[src/rtl/tgi_pkg.sv]
// shared types, widths and codes of the trilinear grid interpolator
package tgi_pkg;

    localparam int NUM_CH       = 6;
    localparam int CH_W         = 16;
    localparam int COORD_W      = 18;
    localparam int IDX_W        = 15;
    localparam int CFG_W        = 6;
    localparam int FRAC_W       = 17;
    localparam int Q_SHIFT      = 16;
    localparam int PROD_W       = 18;
    localparam int WGT_W        = 17;
    localparam int ACC_W        = 36;
    localparam int CNT_W        = 4;
    localparam int MAX_GRID_DEF = 32;
    localparam int MIN_GRID     = 2;

    localparam logic [CFG_W-1:0]  CFG_RESET = 6'd32;
    localparam logic [FRAC_W-1:0] ONE_Q16   = 17'h10000;
    localparam logic [CNT_W-1:0]  CNT_LAST  = 4'd9;

    localparam logic REQ_WRITE  = 1'b0;
    localparam logic REQ_SAMPLE = 1'b1;

    typedef logic [CH_W-1:0] t_chan;
    typedef t_chan [NUM_CH-1:0] t_entry;

    typedef enum logic [2:0] {
        ST_IDLE,
        ST_BASE,
        ST_ADDR,
        ST_RUN,
        ST_FIN
    } t_state;

endpackage

[src/rtl/tgi_axis.sv]
// one axis: clamp of the coordinate, scale by grid size minus one, lower corner and fraction
module tgi_axis import tgi_pkg::*; #(
    parameter int MAX_GRID = MAX_GRID_DEF,
    localparam int SZ_W    = $clog2(MAX_GRID + 1)
) (
    input  logic                      i_clk,
    input  logic                      i_en,
    input  logic signed [COORD_W-1:0] i_coord,
    input  logic [SZ_W-1:0]           i_size,
    output logic [SZ_W-1:0]           o_lo,
    output logic [FRAC_W-1:0]         o_frac
);

    localparam int S_W = FRAC_W + SZ_W;

    logic [FRAC_W-1:0] w_clamp;
    logic [S_W-1:0]    w_scaled;
    logic [SZ_W:0]     w_int;
    logic [SZ_W-1:0]   w_cap;
    logic [SZ_W-1:0]   w_lo;
    logic [S_W-1:0]    w_frac_full;
    logic [SZ_W-1:0]   r_lo;
    logic [FRAC_W-1:0] r_frac;

    always_comb begin
        if (i_coord < 0) begin
            w_clamp = '0;
        end else if (i_coord > $signed({1'b0, ONE_Q16})) begin
            w_clamp = ONE_Q16;
        end else begin
            w_clamp = i_coord[FRAC_W-1:0];
        end
    end

    assign w_scaled    = S_W'(w_clamp) * S_W'(i_size - SZ_W'(1));
    assign w_int       = w_scaled[S_W-1:Q_SHIFT];
    assign w_cap       = i_size - SZ_W'(MIN_GRID);
    // lower corner never passes size-2 so the upper corner stays inside the grid
    assign w_lo        = (w_int > {1'b0, w_cap}) ? w_cap : w_int[SZ_W-1:0];
    assign w_frac_full = w_scaled - S_W'({w_lo, {Q_SHIFT{1'b0}}});

    always_ff @(posedge i_clk) begin
        if (i_en) begin
            r_lo   <= w_lo;
            r_frac <= w_frac_full[FRAC_W-1:0];
        end
    end

    assign o_lo   = r_lo;
    assign o_frac = r_frac;

endmodule

[config.mk]
export PLATFORM = sky130hd
export DESIGN_NAME = tgi_axis
export DESIGN_NICKNAME = d
export VERILOG_FILES = /design/src/rtl/tgi_pkg.sv /design/src/rtl/tgi_axis.sv
export SDC_FILE = /design/constraint.sdc
export NUM_CORES = 1
export LEC_CHECK = 0
export ABC_AREA = 1
export ABC_CLOCK_PERIOD_IN_PS = 9400
export BUFFER_PORTS_ARGS = -buffer_cell sky130_fd_sc_hd__buf_4
export CAP_MARGIN = 10
export CORE_MARGIN = 5
export CORE_UTILIZATION = 34
export CTS_CLUSTER_SIZE = 28
export DETAILED_ROUTE_END_ITERATION = 6
export GPL_TIMING_DRIVEN = 0
export SLEW_MARGIN = 20
export SYNTH_ARGS = -nofsm -noshare
export SYNTH_HDL_FRONTEND = slang
export SYNTH_SLANG_ARGS = --single-unit
export TNS_END_PERCENT = 1
[constraint.sdc]
create_clock -name i_clk -period 9.4 [get_ports i_clk]
set_input_delay 1.41 -clock i_clk [delete_from_list [all_inputs] [get_ports i_clk]]
set_output_delay 1.41 -clock i_clk [all_outputs]
set_load 0.03 [all_outputs]
==> flow_summary.ini <==
[run_status]
status = finished clean

[clocking]
cts-htree-levels = 1
cts-root-buf = clkbuf_16
cts_buffers = 3
post_cts_buffers = 0
clk_pin_slew_ns = 0.06
clockBufferDepth = 2
cts_resized = 0
cts_tree = done
postCtsHoldBufs = 0
clock_sinks = 23

[logic_synthesis]
synth.most_common_cell = inv_1
ys_seq_area_frac = 0.130
yosys-top-cells-count = 160 x inv_1, 120 x nand2_1, 91 x nor2_1
synth_ff_type = edfxtp_1
netlist_instances = 675
synth-seq-cells = 23
synth_top_area_share = 0.282
syn_nets = 837
synth_edf_count = 23
avgSynthCellArea_um2 = 7.90
synth-async-reset-ratio = 0
yosysWarnings = 0
synth_cell_types = 38
synth_area_leaders = fa_1 28%, ha_1 14%, edfxtp_1 13%, inv_1 11%, nand2_1 8.5%
syn_area_um2 = 5330
synth.largest_area_cell = fa_1

[detailed_routing]
routed-via-count = 4293
drcViolationCount = 0
wire_per_inst_um = 13.3
drtIter0Drc = 221
firstDrtPassIters = 4
routed_wl_mm = 12.4
drtAntennaViolNets = 0
viasPerCell = 4.58

[min_path]
hold_class = in2reg
hp-start = i_en

[worst_setup_path]
critPathCaptureType = flop
crit_top_cell = inv_1
crit_type = in2reg
cp_slowest_stage_delay_ns = 0.55
critPathLaunch = i_size[0]
cp.arrival_ns = 8.15
cp_max_fo = 10
crit_slowest_cell = fa_1
required_ns = 9.41
startpoint_type = input port

[die]
io_pins = 49
die_y_um = 135
fp.dieArea_um2 = 18300
placementRows = 45
start_util = 0.348
die_w_um = 135
core_um2 = 15300

[finish]
layout.nets = 890
final_area_um2 = 6030
diodes = 0
nFillCells = 1613
areaGrowthSynthToFinish_pct = 13.2
drive_gt1_frac = 0.128
register_area_um2 = 691
multi_input_area_um2 = 3970

[pwr]
ir_drop_mv = 0.0747
p_leak_uw = 0.00326
power_density_nw_per_um2 = 90.1

[sta]
tightest_slew_ns = 0.603
fin_crit_sh = 0.866
setup_viol = 0
rsz0062_at_grt = false
slew_headroom = 0.598
slew_viol_final = 0
finalSetupTns_ns = 0
timing.fmax_mhz = 123
hold_viol_final = 0
period_minus_slack_ns = 8.14
holdWs_ns = 1.57

[global_route]
antenna_found_initial = 0
grt_usage = 0.146
grt_max_degree = 24
grt_pass1_wl_mm = 21.7
grt_pass1_vias = 4678
gr-total-overflow = 0

[place]
dp_hpwl_mm = 11.0
placed_area_um2 = 5950
port_buffers = 48
gp_congestion = 0.872

[run]
max_cap_violations = 0
cells by family (layout without fill, tap and decap cells):
| family | after synthesis | after routing | share of synthesized area |
|---|---|---|---|
| AOI/OAI and AO/OA | 42 | 42 | 0.0455 |
| xor gates and xnor gates | 27 | 27 | 0.0472 |
| adders and majority gates | 136 | 136 | 0.425 |
| buffers and inverters | 175 | 227 | 0.125 |
| DFF | 23 | 23 | 0.130 |
| and+or+nand+nor | 272 | 272 | 0.228 |
flip-flops by register name, summed over array words and instances (netlist names):
signal / count
o_lo: 6
o_frac: 17
report_power, final:
part,total (uW),switching [uW],internal [uW]
Clock,91.9,34.7,57.2
Sequential,143,4.37,138
Combinational,309,198,111
Total,544,238,306
worst max-delay path, delay by kind of cell:
family / cells / cell delay, ns
xor+xnor: 1 / 0.14
fa+ha+maj: 7 / 3.09
compound gates: 3 / 0.69
simple gates: 10 / 1.34
buf+inv: 9 / 1.47
path summary, 6_finish.rpt:
kind                  slack (ns)  cells after the start                   end
worst max-delay path        1.26                     30  o_frac[16]$_DFFE_PP_
worst min-delay path        1.57                      1   o_frac[8]$_DFFE_PP_
layer usage:
layer	share of wire	GRT usage	up-vias
met2	0.53	0.278	66
met4	0.015	0.0218	0
met5	0	0	-
met1	0.42	0.182	2073
li1	-	-	2142
met3	0.031	0.0126	12
layout by cell type, fill, tap and decap left out, drive strengths merged:
cell type  netlist  final
xor2            18     18
o31ai            1      1
o21bai           4      4
clkbuf           6      9
nand4            8      8
a21o             1      1
clkinv           0      1
nor3             3      3
xnor2            9      9
a31oi            1      1
nor2           104    104
o211ai           1      1
nand3           20     20
buf              3     51
fa              75     75
nand3b           4      4
a211oi           1      1
a21oi           22     22
nand2          129    129
and2             1      1
nor4             2      2
inv            166    166
edfxtp          23     23
ha              61     61
o21ai           11     11
and3             1      1
layout make-up:
cell class | count | share of cell area
plain buffers | 9 | 0.00705
clock buffers | 3 | 0.0124
clock inverters | 1 | 0.000829
inverters | 166 | 0.103
multi-input cells | 477 | 0.659
flip-flops and latches | 23 | 0.114
well taps | 211 | 0.0437
repair buffers | 48 | 0.0597
stage by stage:
| stage | worst slack, ns | total power [uW] | cells | util |
|---|---|---|---|---|
| finish | 1.26 | 544 | 938 | 0.394 |
| global route | 0.743 | 593 | 938 | 0.394 |
| CTS | 1.27 | 550 | 938 | 0.394 |
| detailed placement | 1.01 | 458 | 934 | 0.389 |
| global placement | 1.06 | 456 | 934 | 0.389 |
| floorplan | 2.20 | 365 | 675 | - |
(Power assumes the default switching activity.)
